==> config.mk <==
export PLATFORM = sky130hd
export DESIGN_NAME = ffta_wait_fifo
export DESIGN_NICKNAME = d
export VERILOG_FILES = /design/src/first_fit_timed_allocator_top_assert.svh /design/src/ffta_ram.sv /design/src/ffta_wait_fifo.sv
export SDC_FILE = /design/constraint.sdc
export NUM_CORES = 2
export LEC_CHECK = 0
export BUFFER_PORTS_ARGS = -buffer_cell sky130_fd_sc_hd__buf_4
export CORE_ASPECT_RATIO = 0.5
export CORE_MARGIN = 2
export CORE_UTILIZATION = 35
export CTS_CLUSTER_DIAMETER = 60
export DETAILED_ROUTE_END_ITERATION = 8
export HOLD_SLACK_MARGIN = 0.15
export PLACE_DENSITY = 0.55
export REMOVE_ABC_BUFFERS = 1
export SLEW_MARGIN = 15
export SYNTH_ARGS = -nofsm -noshare
export SYNTH_HDL_FRONTEND = slang
export SYNTH_HIERARCHICAL = 1
export SYNTH_SLANG_ARGS = --single-unit
==> constraint.sdc <==
create_clock -name clk -period 8.7 [get_ports clk]
set_input_delay 1.74 -clock clk [delete_from_list [all_inputs] [get_ports clk]]
set_output_delay 1.74 -clock clk [all_outputs]
set_load 0.005 [all_outputs]
==> src/first_fit_timed_allocator_top_assert.svh <==
// Assertion macros shared by the allocator RTL
`ifndef FIRST_FIT_TIMED_ALLOCATOR_TOP_ASSERT_SVH
`define FIRST_FIT_TIMED_ALLOCATOR_TOP_ASSERT_SVH

// Same-cycle implication, sampled on clk, off during rst
`define FFTA_CHECK(label, ante, cons, msg) \
  label: assert property (@(posedge clk) disable iff (rst) (ante) |-> (cons)) \
    else $error(msg);

// Next-cycle implication, sampled on clk, off during rst
`define FFTA_CHECK_NEXT(label, ante, cons, msg) \
  label: assert property (@(posedge clk) disable iff (rst) (ante) |=> (cons)) \
    else $error(msg);

`endif

==> src/ffta_ram.sv <==
// Generic single-write, single-read RAM with registered read data
`timescale 1ns / 1ps

module ffta_ram #(
  parameter int WIDTH = 8,
  parameter int DEPTH = 16,
  parameter int AW    = (DEPTH > 1) ? $clog2(DEPTH) : 1
) (
  input  logic             clk,
  input  logic             we,
  input  logic [AW-1:0]    waddr,
  input  logic [WIDTH-1:0] wdata,
  input  logic [AW-1:0]    raddr,
  output logic [WIDTH-1:0] rdata
);

  logic [WIDTH-1:0] mem [DEPTH];

  always_ff @(posedge clk) begin
    if (we) begin
      mem[waddr] <= wdata;
    end
    rdata <= mem[raddr];
  end

endmodule

==> src/ffta_wait_fifo.sv <==
// Wait queue of deferred requests, held in RAM, oldest at the head
`timescale 1ns / 1ps

module ffta_wait_fifo #(
  parameter int DEPTH = 64
) (
  input  logic                       clk,
  input  logic                       rst,
  input  logic                       push,
  input  logic [30:0]                push_len,
  input  logic [29:0]                push_dur,
  input  logic                       pop,
  output logic [30:0]                head_len,
  output logic [29:0]                head_dur,
  output logic [$clog2(DEPTH+1)-1:0] count
);

  localparam int AW = (DEPTH > 1) ? $clog2(DEPTH) : 1;
  localparam int CW = $clog2(DEPTH + 1);

  logic [AW-1:0] head;
  logic [AW-1:0] tail;
  logic [60:0]   rdata;

  function automatic logic [AW-1:0] wrap_inc(input logic [AW-1:0] p);
    wrap_inc = (p == AW'(DEPTH - 1)) ? '0 : p + AW'(1);
  endfunction

  always_ff @(posedge clk) begin
    if (rst) begin
      head  <= '0;
      tail  <= '0;
      count <= '0;
    end else begin
      if (push) begin
        tail <= wrap_inc(tail);
      end
      if (pop) begin
        head <= wrap_inc(head);
      end
      unique case ({push, pop})
        2'b10:   count <= count + CW'(1);
        2'b01:   count <= count - CW'(1);
        default: count <= count;
      endcase
    end
  end

  // head is read every cycle; data follows in the cycle after the pointer moves
  ffta_ram #(
    .WIDTH (61),
    .DEPTH (DEPTH),
    .AW    (AW)
  ) u_ram (
    .clk   (clk),
    .we    (push),
    .waddr (tail),
    .wdata ({push_len, push_dur}),
    .raddr (head),
    .rdata (rdata)
  );

  assign head_len = rdata[60:30];
  assign head_dur = rdata[29:0];

endmodule

==> Yosys cells after proc, flatten, opt, wreduce, memory -nomap -nowiden <==
Memory sizes are Yosys's and may differ from the RTL's. A register that Yosys moved wholly into a read port is not among the register bits.
Cells that the tools add are included.
{ "classes": {"add_sub_neg": 4, "muxes": 5, "n_eq_ne": 4, "reduce_logical": 1} }
{ "op_table": {"columns": ["op", "n"], "rows": [
  ["$pmux 7 s2", 1],
  ["$add 6x1->6 const B", 2],
  ["$eq 6x6->1 const B", 2],
  ["$mux 6", 2],
  ["$add 7x1->7 const B", 1],
  ["$sub 7x1->7 const B", 1],
  ["$eq 2x1->1 const B", 1],
  ["$eq 2x2->1 const B", 1],
  ["$mux 1", 2],
  ["$reduce_bool 2->1", 1]
]} }
{ "totals": {"inputBits": 65, "output_inout_bits": 68, "reg_bits": 19, "ram_bits": 3904, "mem_count": 1} }
{ "memory_table": {"columns": ["memory", "words", "word_bits", "read_ports", "rd_ports_with_merged_regs", "write_ports", "line_no", "rtl"], "rows": [
  ["u_ram.mem", 64, 61, 1, 1, 1, "ffta_ram.sv:17", "logic [WIDTH-1:0] mem [DEPTH];"]
]} }

==> Depth between registers and ports, before layout <==
{ "logic_depth": {"word_depth": 2, "mapped_depth": 10, "ltp_nobuf": 8} }

==> Modules after synthesis <==
The synthesis kept the hierarchy.
{ "by_module_without_submodules": {"columns": ["mod", "area_each_um2", "cells_each", "seq_area_each_um2", "instances"], "rows": [
  ["ffta_ram", 148992.9, 6344, 118453.6, 1],
  ["ffta_wait_fifo", 1081.0, 127, 380.4, 1]
]} }

==> Worst setup path before layout <==
Ideal clock, no wire load.
{ "synth_timing": {"kind": "input to register", "startpoint": "input push", "endpoint": "memory u_ram.mem[48][0] (enable)", "arrival_ps": 6236, "n_path_buf": 0, "setup_time_ps": 555, "stages": 3, "required_ps": 8145, "setup_slack_ps": 1909, "cell_sequence": "nor2b_1 nand4b_1 nor3_1"} }
{ "synth_via": {"elab_chain_cells": 2} }
{ "synth_rtl": {"columns": ["element", "line_no", "rtl"], "rows": [
  ["from (decl)", "ffta_wait_fifo.sv:9", "input logic push,"],
  ["$mux 1", "ffta_ram.sv:20", "if (we) begin"],
  ["$mux 1 (not written as such)", "ffta_ram.sv:21", "mem[waddr] <= wdata;"],
  ["to (decl)", "ffta_ram.sv:17", null]
]} }
Every way passes these cells.

==> Worst setup path in the final report <==
{ "layout_timing": {"startpoint": "input push", "endpoint": "memory u_ram.mem[26][53] (enable)"} }
Same word-level chain as after synthesis.

==> out/qor.csv <==
metric;value;unit
Max stage delay cell, worst path;nor2_4;
asr flop ratio synth;0;%
sequential fraction of the synthesis area;79.18;%
CP max stage delay;1020;ps
vias in the first global route;72030;
initial antenna violation count;14;
vias;71780;
RSZ-0062 raised after global routing;false;
GRT Util Overall;18.55;%
die area;434400;um2
Sink Count;3984;
DRC Markers;0;
worst-margin pin slew;1270;ps
Tot Pwr;40.28;mW
commonest non-fill, non-tap cell in the layout;edfxtp_1;
CTS tree;done;
Peak VDD IR;156.1;uV
post-CTS sizing;0;
Gate Count Post-Synth;6471;
most frequent cells in the layout;3904 x edfxtp_1, 997 x mux4_2, 388 x clkbuf_16;
Max clock buf depth;4;
ratio of cells with drive above 1 in the final layout;27.32;%
Hold WC Path Type;flip-flop to flip-flop;
Fin Clk Skew;48.97;ps
status;completed;
most numerous cell on the critical path;buf_4;
WS Path Type;input port to flip-flop;
EDFF count, synth;3904;
fillers;37170;
Post-CTS Repair Setup Buffers;0;
FF+latch area;118900;um2
CTS buffer count;380;
clock-pin slew on the worst setup and hold paths;60;ps
footprint of the multi-input gates;30050;um2
width of the die;930.1;um
DR iter-0 viols;8768;
I/O Pins;133;
largest net degree at the start of global routing;128;
post-DR wirelength/cell;32.03;um
Initial Utilization;35.27;%
Max Freq;234.8;MHz
Port Buffer Count;132;
Area Growth Syn to Fin;14.23;%
Pleak;51.20;nW
Max Slew Vio Count;0;
Post-Route WL;411700;um
Via-to-Cell Ratio;5.585;
Post-Syn Area;150100;um2
Final #Nets;6875;
fin worst setup slack;4441;ps
CP arrival;4780;ps
WHS;531.0;ps
Die H;467.0;um
Core ar.;425400;um2
CP Cell Sequence;buf_4, nor2b_1, nand2_1, nor2_4, buf_4;
Final period util;48.96;%
first-pass iteration count of the detailed router;5;
ANT nets after route;0;
WP buf/inv;2;
syn_area_per_cell;23.19;um2
clk root buf;clkbuf_16;
fin crit period;4259;ps
ys flop type;edfxtp_1;
Final Hold Fails;0;
Worst Path Required;9220;ps
DP Wirelength;221600;um
Slew headroom;15.30;%
Setup Viol. Count Final;0;
total gr overflow;0;
dpl ws;3584;ps
Skew-Pair Late Insertion Delay;920;ps
Final GP Congestion;0.7543;
Critical Path Sink Type;flip-flop;
Startpoint Class;input port;
count of different cell masters after synthesis;50;
cell row count;169;
worst-path fanout max;41;
cell family with most CP delay;simple AND/OR/NAND/NOR gates;
H-tree depth;5;
synth warn;6;
Pwr Density;235.0;nW/um2
max-capacitance violation count;0;
Synth Register Bits;3984;
global-route wire length before repair;572800;um
Hold Buf Count CTS;0;
cell usage after synthesis, types with 5 or more instances:
cell type  instances  area (um2)
o221ai_1          50       437.9
nand2b_1          11       68.82
clkbuf_1         159       596.8
nand3b_1           5       37.54
o21ai_0          109       545.5
buf_1             46       172.7
or2_2              6       37.54
a31oi_1           23       143.9
nor2_1           219       822.0
nand4_1            5       31.28
buf_4             46       345.3
mux4_2           997       22450
xnor2_1            5       43.79
ha_1               5       62.56
xor2_1             8       70.07
edfxtp_1        3904      117200
a221oi_1         100       875.8
mux2i_1          176        1762
nand2_1          121       454.2
buf_2            107       535.5
nor3_1            24       120.1
o22ai_1          113       706.9
dfxtp_1           80        1602
nand3_1           13       65.06
or3_1              5       31.28
a21oi_1           87       435.4
nor2b_1           11       68.82
worst paths after layout:
path	start	to	slack (ps)	cells after the start
hold / removal	head[5]	head[5]	530	2
setup reg to reg	head[1]	u_ram/rdata[52]	4630	7
setup / recovery	push	u_ram/mem[26][53]	4440	5
hold reg to reg	head[5]	head[5]	530	2
final cells by class:
type,count,share of cell area [%]
antenna,9,0.01314
clock buffer,493,5.981
clock inverter,200,1.330
inverter,3,0.006569
multi-input combinational,2122,17.53
sequential,3984,69.33
tap,5728,4.181
timing repair buffer,314,1.623
sequential cells by signal (all words and copies together) (netlist names):
register and flops:
u_ram/rdata 61, count 7, u_ram/mem 3904, tail 6, head 6
cell families (layout without fill, tap and decap cells):
| kind of cell | Yosys count | after routing | share of synthesized area (%) |
|---|---|---|---|
| multiplexers | 1176 | 1176 | 16.16 |
| AND/OR/NAND/NOR | 433 | 433 | 1.236 |
| XOR/XNOR | 13 | 13 | 0.07587 |
| buffers and inverters | 365 | 1010 | 1.137 |
| flip-flops | 3984 | 3984 | 79.18 |
| adder cells (fa/ha/maj) | 5 | 5 | 0.04169 |
| other | 0 | 9 | 0 |
| AO/OA/AOI/OAI | 495 | 495 | 2.168 |
layer usage:
layer	wire (um)	share of wire, %	track usage, %	vias to the layer above
met5	10	0.0024	0	-
met4	10790	2.6	4.615	2
met3	30020	7.3	2.574	565
met2	195500	47	29.86	3015
met1	175300	43	26.91	39820
li1	-	-	-	28370
where the power goes:
group          internal [mW]  switching, mW
Clock                   9.72           7.13
Combinational          0.907           1.25
Sequential              21.2         0.0931
Total                   31.8           8.48
tightest hold or removal path: stages (launching register included):
cell,delay [ps]
dfxtp_1,340
o21ai_0,80
a21oi_1,60
through the flow:
step	cell area [um2]	instances	TNS (ps)	utilization [%]
5_1_grt	171400	12850	0	40.29
2_1_floorplan	148400	6109	-2447520	-
3_3_place_gp	158800	12150	0	37.33
6_report	171400	12850	0	40.29
4_1_cts	171400	12840	0	40.29
3_5_place_dp	158900	12150	0	37.34
No activity file was read; power rests on OpenSTA's default activity.
