### src/first_fit_timed_allocator_top_assert.svh
// Assertion macros shared by the allocator RTL
`ifndef FIRST_FIT_TIMED_ALLOCATOR_TOP_ASSERT_SVH
`define FIRST_FIT_TIMED_ALLOCATOR_TOP_ASSERT_SVH

// Same-cycle implication, sampled on clk, off during rst
`define FFTA_CHECK(label, ante, cons, msg) \
  label: assert property (@(posedge clk) disable iff (rst) (ante) |-> (cons)) \
    else $error(msg);

// Next-cycle implication, sampled on clk, off during rst
`define FFTA_CHECK_NEXT(label, ante, cons, msg) \
  label: assert property (@(posedge clk) disable iff (rst) (ante) |=> (cons)) \
    else $error(msg);

`endif

### src/ffta_pkg.sv
// Types and constants shared by the allocator modules
`timescale 1ns / 1ps

package ffta_pkg;

  localparam logic [30:0] TIME_MAX   = 31'h7FFF_FFFF;
  localparam logic [30:0] MEM_LIMIT  = 31'h4000_0000;
  localparam logic [30:0] RESET_SIZE = 31'd1024;
  localparam logic [19:0] COUNT_MAX  = 20'hF_FFFF;
  localparam logic [30:0] TIME_TOP   = 31'h4000_0000;

  typedef struct packed {
    logic        mode;
    logic [29:0] arrival_time;
    logic [30:0] length;
    logic [29:0] duration;
  } alloc_in_t;

  typedef struct packed {
    logic        placed_now;
    logic [29:0] start_address;
    logic [30:0] last_release_time;
    logic [19:0] queued_total;
    logic        overflow;
  } alloc_out_t;

  typedef struct packed {
    logic        valid;
    logic [30:0] start;
    logic [30:0] len;
    logic [30:0] rel;
  } run_entry_t;

  localparam run_entry_t ENTRY_NONE = '{valid: 1'b0, start: 31'd0, len: 31'd0, rel: 31'd0};

  typedef enum logic [2:0] {
    CMD_HOLD,
    CMD_PROBE_REL,
    CMD_PROBE_FIT,
    CMD_DELETE,
    CMD_COMPACT,
    CMD_INSERT
  } cell_op_t;

  typedef struct packed {
    cell_op_t    op;
    logic [30:0] key;
    logic [30:0] hi_mask;
    logic [30:0] bit_mask;
    logic [30:0] limit;
    logic [30:0] length;
    logic [30:0] rel_new;
    logic [30:0] size;
    logic        phase;
  } cell_cmd_t;

endpackage

### src/ffta_cell.sv
// One run-table cell: holds a placed block and talks to its two neighbors
`timescale 1ns / 1ps

module ffta_cell #(
  parameter int CELL_IDX = 0
) (
  input  logic                  clk,
  input  logic                  rst,
  input  ffta_pkg::cell_cmd_t   cmd,
  input  ffta_pkg::run_entry_t  left,
  input  ffta_pkg::run_entry_t  right,
  output ffta_pkg::run_entry_t  entry,
  output logic                  hit,
  output logic                  swap,
  output logic [30:0]           addr
);

  localparam logic        ODD   = (CELL_IDX % 2) == 1;
  localparam logic [30:0] IDX31 = 31'(CELL_IDX);

  logic        valid;
  logic [30:0] start;
  logic [30:0] len;
  logic [30:0] rel;

  logic        valid_next;
  logic [30:0] start_next;
  logic [30:0] len_next;
  logic [30:0] rel_next;

  logic [31:0] lo;
  logic [32:0] need;
  logic        first_slot;
  logic        fit;
  logic        rel_match;
  logic        idx_match;
  logic        left_role;

  assign entry = '{valid: valid, start: start, len: len, rel: rel};

  // gap below this cell starts at the end of the left neighbor
  assign lo         = left.valid ? ({1'b0, left.start} + {1'b0, left.len}) : 32'd0;
  assign need       = {1'b0, lo} + {2'b0, cmd.length};
  assign first_slot = (CELL_IDX == 0) || left.valid;
  assign fit        = valid ? (need <= {2'b0, start})
                            : (first_slot && (need <= {2'b0, cmd.size}));

  assign rel_match = (((rel ^ cmd.key) & cmd.hi_mask) == '0) && ((rel & cmd.bit_mask) == '0);
  assign idx_match = (((IDX31 ^ cmd.key) & cmd.hi_mask) == '0) &&
                     ((IDX31 & cmd.bit_mask) == '0);
  assign left_role = (ODD == cmd.phase);

  always_comb begin
    valid_next = valid;
    start_next = start;
    len_next   = len;
    rel_next   = rel;
    hit        = 1'b0;
    swap       = 1'b0;
    addr       = '0;
    unique case (cmd.op)
      ffta_pkg::CMD_PROBE_REL: begin
        hit = valid && (rel <= cmd.limit) && rel_match;
      end
      ffta_pkg::CMD_PROBE_FIT: begin
        hit = fit && idx_match;
      end
      ffta_pkg::CMD_DELETE: begin
        if (valid && (rel == cmd.key)) begin
          valid_next = 1'b0;
        end
      end
      ffta_pkg::CMD_COMPACT: begin
        // swap a hole with the block on its right, pairs alternate by phase
        if (left_role) begin
          if (!valid && right.valid) begin
            valid_next = 1'b1;
            start_next = right.start;
            len_next   = right.len;
            rel_next   = right.rel;
            swap       = 1'b1;
          end
        end else if ((CELL_IDX != 0) && valid && !left.valid) begin
          valid_next = 1'b0;
        end
      end
      ffta_pkg::CMD_INSERT: begin
        if (IDX31 == cmd.key) begin
          valid_next = 1'b1;
          start_next = lo[30:0];
          len_next   = cmd.length;
          rel_next   = cmd.rel_new;
          addr       = lo[30:0];
        end else if (IDX31 > cmd.key) begin
          valid_next = left.valid;
          start_next = left.start;
          len_next   = left.len;
          rel_next   = left.rel;
        end
      end
      default: begin
      end
    endcase
  end

  always_ff @(posedge clk) begin
    if (rst) begin
      valid <= 1'b0;
    end else begin
      valid <= valid_next;
    end
  end

  always_ff @(posedge clk) begin
    start <= start_next;
    len   <= len_next;
    rel   <= rel_next;
  end

endmodule

### config.mk
export PLATFORM = sky130hd
export DESIGN_NAME = ffta_cell
export DESIGN_NICKNAME = d
export VERILOG_FILES = /design/src/first_fit_timed_allocator_top_assert.svh /design/src/ffta_pkg.sv /design/src/ffta_cell.sv
export SDC_FILE = /design/constraint.sdc
export NUM_CORES = 1
export LEC_CHECK = 0
export BUFFER_PORTS_ARGS = -buffer_cell sky130_fd_sc_hd__buf_2
export CAP_MARGIN = 20
export CORE_AREA = 4 4 206 208
export CTS_CLUSTER_DIAMETER = 200
export DETAILED_ROUTE_END_ITERATION = 8
export DIE_AREA = 0 0 210 212
export PLACE_DENSITY = 0.54
export SLEW_MARGIN = 5
export SYNTH_ARGS = -nofsm -noshare
export SYNTH_HDL_FRONTEND = slang
export SYNTH_SLANG_ARGS = --single-unit
### constraint.sdc
create_clock -name clk -period 7.7 [get_ports clk]
set_input_delay 0 -clock clk [delete_from_list [all_inputs] [get_ports clk]]
set_output_delay 0 -clock clk [all_outputs]
set_load 0.01 [all_outputs]
# Word level (Yosys, flattened, before mapping)
# Cells that the tools add are included.
# op_classes
n_addsub,2
magnitude_cmp,4
eq_ne,10
mux,29
bitwise,4
n_reduce_logical,15
# ops
op,n
two-way mux 31 bit,14
one-hot mux 31 bit (2 select lines),3
logical NOT 31 bit,4
bitwise AND 31 bit,3
less-or-equal comparator 33 x 31 -> 1 bit,2
adder 32 x 31 -> 33 bit,1
adder 31 x 31 -> 32 bit,1
two-way mux 32 bit,1
equality test 31 bit,1
greater-than comparator 1 x 31 -> 1 bit (first input constant),1
less-or-equal comparator 31 bit,1
bitwise XOR 31 bit,1
two-way mux 1 bit,9
equality test 3 x 2 -> 1 bit (second input constant),2
equality test 3 bit (second input constant),2
logical AND 1 bit,6
inequality test 2 bit (second input constant),3
AND reduction 5 bit,1
AND reduction 4 bit,1
equality test 3 x 1 -> 1 bit (second input constant),1
inequality test 3 bit (second input constant),1
one-hot mux 1 bit (3 select lines),1
nonzero test 3 bit,1
one-hot mux 1 bit (2 select lines),1
other kinds (2),2
# totals
regBits,94
inputBits,411
output_inout_bits,127
wordCells,68

# Longest topological paths before layout
# Gate-level depths: netlist of the first run.
# depth
word_depth,7
ltp_mapped,31

# Worst setup path after synthesis of the first run
# No wires, ideal clock.
# synth_timing
path_kind,input-to-output
startpoint,input left[31] (netlist name)
endpoint,output hit
arrival_time_ps,5756
required_ps,7700
path_slack_ps,1944
path_stages,30
n_path_buf,0
path_cell_list,ha_1 > fa_1 > a211oi_1 > o21ai_1 > a2111oi_2 > nor2_1 > a211o_1 > a221o_1 > a21o_1 > a21oi_2 > xnor2_1 > nor2_1 > ha_1 > a21o_1 > a21o_1 > a2111oi_0 > nor3_1 > a21o_1 > a21oi_1 > o21ai_0 > xor2_1 > ha_1 > nand2_1 > nor2_1 > nand3_1 > o21ai_0 > a31oi_1 > nor4_1 > o31ai_1 > o22ai_1
# synth_via
elab_chain_cells,7
elab_cells_between_ends,8
cone_classes,add/sub (2); order compare (2); mux (3); reduce/logical (1)
# synth_rtl
element,line,text
from (decl),ffta_cell.sv:10,"input ffta_pkg::run_entry_t left,"
adder 31 x 31 -> 32 bit *,ffta_cell.sv:42,"assign lo = left.valid ? ({1'b0, left.start} + {1'b0, left.len}) : 32'd0;"
two-way mux 32 bit *,ffta_cell.sv:42,
adder 32 x 31 -> 33 bit *,ffta_cell.sv:43,"assign need = {1'b0, lo} + {2'b0, cmd.length};"
less-or-equal comparator 33 x 31 -> 1 bit (on tied branches),"ffta_cell.sv:46, ffta_cell.sv:45",
two-way mux 1 bit *,ffta_cell.sv:45,"assign fit = valid ? (need <= {2'b0, start})"
logical AND 1 bit *,ffta_cell.sv:66,hit = fit && idx_match;
one-hot mux 1 bit (2 select lines) *,ffta_cell.sv:61,unique case (cmd.op)
to (decl),ffta_cell.sv:13,"output logic hit,"
# Mark *: on every way between the ends. The rest lies on a longest branch, timed or not.

# Worst setup path after layout of the first run
# layout_timing
startpoint,input left[38] (netlist name)
endpoint,output hit
# Same word-level chain as after synthesis.

==> summary.md, run 1 <==
| Metric | Value |
|---|---|
| Syn_area_per_cell | around 8 um2 |
| Hold Fails Final Rpt | 0 |
| CTS HTree Levels | 3 |
| Top cells by area, synth | edfxtp_1, ha_1, nand2_1, nor2_1, a21oi_1 |
| Post-CTS Repair Setup Buffers | 0 |
| Ys flop type | edfxtp_1 |
| Fillers | between 4k and 5k |
| Share of layout cells above drive strength 1 | between 20% and 30% |
| Utilization after layout | about 40% |
| Post-Syn Instances | 1460 |
| Crit path launch type | input pin |
| M2 GR Usage | between 50% and 60% |
| Post-detail-place hpwl | between 50000 and 60000 um |
| Sw power | 843 uW |
| Leak Pwr | ~8.2 nW |
| Slew headroom | 37.5% |
| CP Class | input pin to primary output |
| Netlist cell types | 64 |
| Required time worst endpoint | approximately 7700 ps |
| Height of the die | between 200 and 250 um |
| CTS Buffer Depth | 2 |
| Slew @ Worst Pin | 937 ps |
| IO Port Bufs | ~540 |
| Vias in the first global route | 14.4k |
| Core area | roughly 41000 um2 |
| First-pass GRT wire length | 91500 um |
| Peak Freq | ~140 MHz |
| Synth Register Bits | between 90 and 100 |
| GRT Max-Usage Layer | met2 |
| Setup TNS | 0 ps |
| Cell Pwr Density | 129 nW/um2 |
| Syn nets | ~2.0k |
| Worst VDD drop | 0.125 mV |
| Post-Layout Cell Count | 2673 |
| Initial Utilization | roughly 28% |
| Crit-path max FO | 8 |
| FF/Latch Area | ~2800 um2 |
| Crit-path slowest cell | dlygate4sd3_1 |
| GPL Wtd Cong | roughly 0.93 |
| Yosys warnings | 0 |
| Layout Skew | approximately 10 ps |
| GRT met1 Usage | between 30% and 40% |
| Die Width | 210 um |
| Area of the multi-input gates | roughly 8000 um2 |
| DRC | 0 |
| Met3 Use GR | 5.95% |
| Max Cap Viol | 0 |
| Design area | between 15000 and 20000 um2 |
| Asr flop ratio synth | 0% |
| WL/cell | about 24 um |
| Max-slew violation count | 0 |
| Synth top area share | approximately 24% |
| Hold crit path type | input pin to register |
| CTS tree | done |
| CP arrival | about 7000 ps |
| Setup Viol. Count Final | 0 |
| DR pass1 iterations | 7 |
| Sw Ratio | between 30% and 40% |
| RSZ-0062 raised after global routing | no |
| Synth Cell Area | 11400 um2 |
| Post-cts hold buffer count | about 160 |
| Sequential power share | 27.6% |
| Routed WL | approximately 64000 um |
| Grt total ovfl | 0 |
| Via count | about 14k |
| Largest area contributor in the netlist | edfxtp_1 |
| Quantity of gates resized following cts | 0 |
| Initial antenna violation count | 28 |
| Critical Path Max Stage Delay | 540 ps |
| Worst-path clk slew | 80 ps |
| Final worst-path cycle share | ~93% |
| P_int | approximately 1.3 mW |
| Rows | 74 |
| Final Critical Period | about 7200 ps |
| Cell Area, Placed | between 10000 and 15000 um2 |
| EDFF count, synth | 93 |
| Largest net degree at the start of global routing | slightly below 90 |
| Antenna viol nets, final | 0 |
| Final #Nets | roughly 2.7k |
| Status | finished clean |
| DRT iter0 DRCs | 783 |
| Ports | roughly 540 |
| Clk_lat worst skew | ~400 ps |
| Clk sink count | 94 |
| Clk root buf | clkbuf_16 |
| Area grow syn2layout | 44.8% |
| Post-Place Cells | 2484 |
| Seq/Total Area, Yosys | 24.6% |
| Total CTS buffers | 9 |
| Comb pwr share | 50.3% |
| Crit. End Element | primary output |
| Most frequent cell after synthesis | nand2_1 |
| Clock share of power | 22.0% |
| Gr usage total | 27.4% |
| Vias per Instance | approximately 5.3 |
| Die ar. | between 40000 and 50000 um2 |
| Top cell by count, worst path | a21o_1 |
| Most frequent cells after synthesis | nand2_1, ha_1, nor2_1, inv_1, a21oi_1 |
==> sequential cells by signal, indices dropped and copies added (netlist names) <==
signal and count:
rel 31, start 31, valid 1, len 31
==> final cells by class <==
class	instances	share of cell area, %
tap	532	4.02
clock buffer	10	1.38
timing repair buffer	705	26.3
multi-input combinational	1204	48.4
sequential	94	17.0
inverter	108	2.46
antenna	14	0.212
clock inverter	6	0.272
==> power by group through the flow <==
stage | logic, mW | registers [mW] | clock network [mW]
after detailed placement | 0.993 | 0.601 | 0
after global routing | 1.20 | 0.589 | 0.493
final | 1.07 | 0.589 | 0.469
after CTS | 1.07 | 0.589 | 0.483
after global placement | 0.972 | 0.601 | 0
after floorplan | 0.625 | 0.599 | 0
==> cell usage in the layout, fill, tap and decap left out, types with 35 or more instances in the layout <==
| master | instances |
|---|---|
| edfxtp_1 | 93 |
| nand2_1 | 206 |
| and3_1 | 35 |
| o21ai_0 | 51 |
| inv_1 | 107 |
| a21o_1 | 55 |
| a31oi_1 | 78 |
| buf_2 | 537 |
| ha_1 | 154 |
| nor2_1 | 135 |
| a21oi_1 | 100 |
| xnor2_1 | 37 |
| dlygate4sd3_1 | 159 |
| xor2_1 | 43 |
==> critical path: cells and delay by family <==
| kind | cells | cell delay [ps] |
|---|---|---|
| adder cells (fa/ha/maj) | 3 | 1090 |
| AO/OA/AOI/OAI | 17 | 3840 |
| buffers and inverters | 3 | 850 |
| XOR/XNOR | 2 | 370 |
| AND/OR/NAND/NOR | 7 | 1020 |
==> worst paths after layout <==
path         startpoint  cells past startpoint        to  slack, ps
max            left[38]                     32       hit        510
min            left[63]                      3  start[1]         20
max reg2reg     rel[19]                      8     valid       5220
min reg2reg       valid                      2     valid        640
==> routing by layer <==
metal  up-vias  wire [um]
li1       6669          -
met4        22       2630
met1      6622      23700
met5         -        159
met3       131       4320
met2       629      32700
==> kinds of logic (layout without fill, tap and decap cells) <==
group                      Yosys count  after routing  share of synthesized area (%)
and+or+nand+nor                    557            557                           22.7
AOI/OAI and AO/OA                  405            405                           23.4
buffers and inverters              162            829                           5.42
adders and majority gates          157            157                           17.3
DFF                                 94             94                           24.6
xor gates and xnor gates            80             80                           6.13
muxes                                5              5                          0.438
other                                0             14                              0
==> per-stage QoR <==
stage / setup slack, ps / power [mW] / hold slack [ps]
6_report: 508 / 2.13 / 22.8
2_1_floorplan: 1940 / 1.22 / 69.1
3_3_place_gp: 837 / 1.57 / 156
5_1_grt: 137 / 2.28 / 30.6
4_1_cts: 557 / 2.14 / 0.201
3_5_place_dp: 817 / 1.59 / 158
Note: power is estimated with default switching activity, not from simulation.
==> run 2: changes to the inputs <==
GPL_TIMING_DRIVEN = 0   (was unset)
SLEW_MARGIN = 30   (was 5)
==> summary.md, run 2 (same netlist as run 1, synthesis figures left out) <==
| Metric | Value |
|---|---|
| Status | finished clean |
| Die ar. | 44500 um2 (unchanged) |
| P_int | 1.38 mW (+7.6%) |
| Layout Skew | 6.72 ps (-3.16 ps) |
| Initial antenna violation count | 17 (-39%) |
| CTS HTree Levels | 3 (unchanged) |
| Final Critical Period | 7200 ps (+4.48 ps) |
| Final #Nets | 2723 (+1.3%) |
| Clock share of power | 25.7% (+3.7 points) |
| Grt total ovfl | 0 (unchanged) |
| WL/cell | 25.3 um (+6.5%) |
| Biggest regs | len: 31 flops, rel: 31 flops, start: 31 flops |
| Setup Viol. Count Final | 0 (unchanged) |
| Routed WL | 68300 um (+7.6%) |
| Area grow syn2layout | 45.9% |
| Sequential power share | 26.1% (-1.5 points) |
| Die Width | 210 um (unchanged) |
| DRT iter0 DRCs | 988 (+26%) |
| Commonest non-fill, non-tap cells in the layout | buf_2, nand2_1, ha_1 |
| Sw Ratio | 38.7% (-0.87 points) |
| Final worst-path cycle share | 93.5% (about the same) |
| Critical Path Max Stage Delay | 480 ps (-60 ps) |
| Vias in the first global route | 14.6k (+1.5%) |
| CTS Buffer Depth | 2 (unchanged) |
| Slew @ Worst Pin | 948 ps (+10.8 ps) |
| Worst-path clk slew | 70 ps (about the same) |
| Cell Pwr Density | 135 nW/um2 (+5.2%) |
| PnR Total Power | 2.26 mW (+6.0%) |
| Post-CTS Repair Setup Buffers | 0 (unchanged) |
| Crit-path slowest cell | fa_1 |
| Via count | 14.4k (+2.3%) |
| Max Cap Viol | 0 (unchanged) |
| Most common cell after layout, fill and taps aside | buf_2 |
| RSZ-0062 raised after global routing | no |
| Required time worst endpoint | 7700 ps (about the same) |
| IO Port Bufs | 537 (unchanged) |
| Setup TNS | 0 ps (unchanged) |
| Gr usage total | 29.3% (+1.9 points) |
| Ports | 538 (unchanged) |
| Largest net degree at the start of global routing | 57 (-35%) |
| Post-detail-place hpwl | 57700 um (+9.2%) |
| CTS tree | done |
| Worst VDD drop | 0.122 mV (-2.0%) |
| DRC | 0 (unchanged) |
| Hold Fails Final Rpt | 0 (unchanged) |
| Clk sink count | 94 (unchanged) |
| Total CTS buffers | 9 (unchanged) |
| Leak Pwr | 8.22 nW (+0.46%) |
| First-pass GRT wire length | 96000 um (+4.9%) |
| Antenna viol nets, final | 0 (unchanged) |
| Vias per Instance | 5.33 (+1.3%) |
| Clk root buf | clkbuf_16 |
| Hold crit path type | input pin to register |
| DR pass1 iterations | 7 (unchanged) |
| Crit path launch type | input pin |
| Comb pwr share | 48.2% (-2.1 points) |
| Initial Utilization | 28.2% (unchanged) |
| Height of the die | 212 um (unchanged) |
| Crit-path max FO | 5 (-3) |
| Worst path top cell family by delay | compound AO/OA/AOI/OAI gates |
| Slew headroom | 35.2% (-2.4 points) |
| Sum of buffers and inverters on the critical path | 2 (-1) |
| Top cell by count, worst path | a21o_1 |
| CP Class | input pin to primary output |
| Clk_lat worst skew | 400 ps (about the same) |
| Crit. End Element | primary output |
| Sw power | 874 uW (+3.7%) |
| GPL Wtd Cong | 0.941 (+1.4%) |
| Share of layout cells above drive strength 1 | 26.7% (-0.57 points) |
| CP arrival | 7200 ps (about the same) |
| Rows | 74 (unchanged) |
| Core area | 40600 um2 (unchanged) |
| Max-slew violation count | 0 (unchanged) |
| Peak Freq | 139 MHz (about the same) |
## run 2: changes by cell type in the layout (fill, tap and decap cells not counted), sizes merged
cell,previous run,this run
diode,14,7
dlygate4sd3,159,147
clkinvlp,3,1
clkbuf,10,60
bufinv,0,3
clkinv,1,0
buf,546,542
## run 2: through the flow
step / area, um2 / instances / hold WS, ps / utilization, % / setup WS [ps]
6_report: 16700 / 2700 / 8.90 / 41.1 / 503
5_1_grt: 16700 / 2699 / 23.0 / 41.1 / 55.9
4_1_cts: 16600 / 2693 / 0.704 / 41.0 / 89.3
3_5_place_dp: 14800 / 2530 / 162 / 36.5 / 155
3_3_place_gp: 14800 / 2529 / 158 / 36.4 / 239
2_1_floorplan: 11400 / 1460 / 69.1 / - / 1940
## run 2: area by class of cell
class                   count  area (um2)
diodes                      7        17.5
plain buffers              54         218
clock buffers              10         229
clock inverters             6         118
fillers                  4279       23900
inverters                 108         410
multi-input cells        1204        8020
flip-flops and latches     94        2810
well taps                 532         666
repair buffers            685        4190
## run 2: per-layer routing
layer	part of all wire [%]	vias to the layer above	global-route usage (%)
met3	6.9	130	5.42
met1	37	6811	32.7
met2	52	698	54.6
met5	0.16	-	0
li1	-	6745	-
met4	3.9	16	12.3
## run 2: worst paths after layout
check / to / start / slack, ps / depth (start not counted)
setup / recovery: hit / left[31] / 500 / 30
hold / removal: start[0] / left[62] / 9 / 3
hold reg to reg: valid / valid / 670 / 2
setup reg to reg: valid / rel[19] / 5120 / 8
## run 2: power groups by stage
stage / Clock [mW] / Sequential (mW) / Combinational, mW
4_1_cts: 0.587 / 0.589 / 1.08
2_1_floorplan: 0 / 0.599 / 0.625
3_5_place_dp: 0 / 0.601 / 1.01
5_1_grt: 0.599 / 0.589 / 1.21
6_report: 0.580 / 0.589 / 1.09
3_3_place_gp: 0 / 0.602 / 0.994
## run 2: timing repair
item / in CTS / in global routing
setup endpoints to repair: 0 / 1
endpoints found under the hold margin: 88 / 0
gates resized for setup: 0 / 5
hold buffers: 147 / 0
## run 2: tightest hold or removal path: stages
cell     delay, ps
buf_2          100
mux2i_1         70
o21ai_0        130
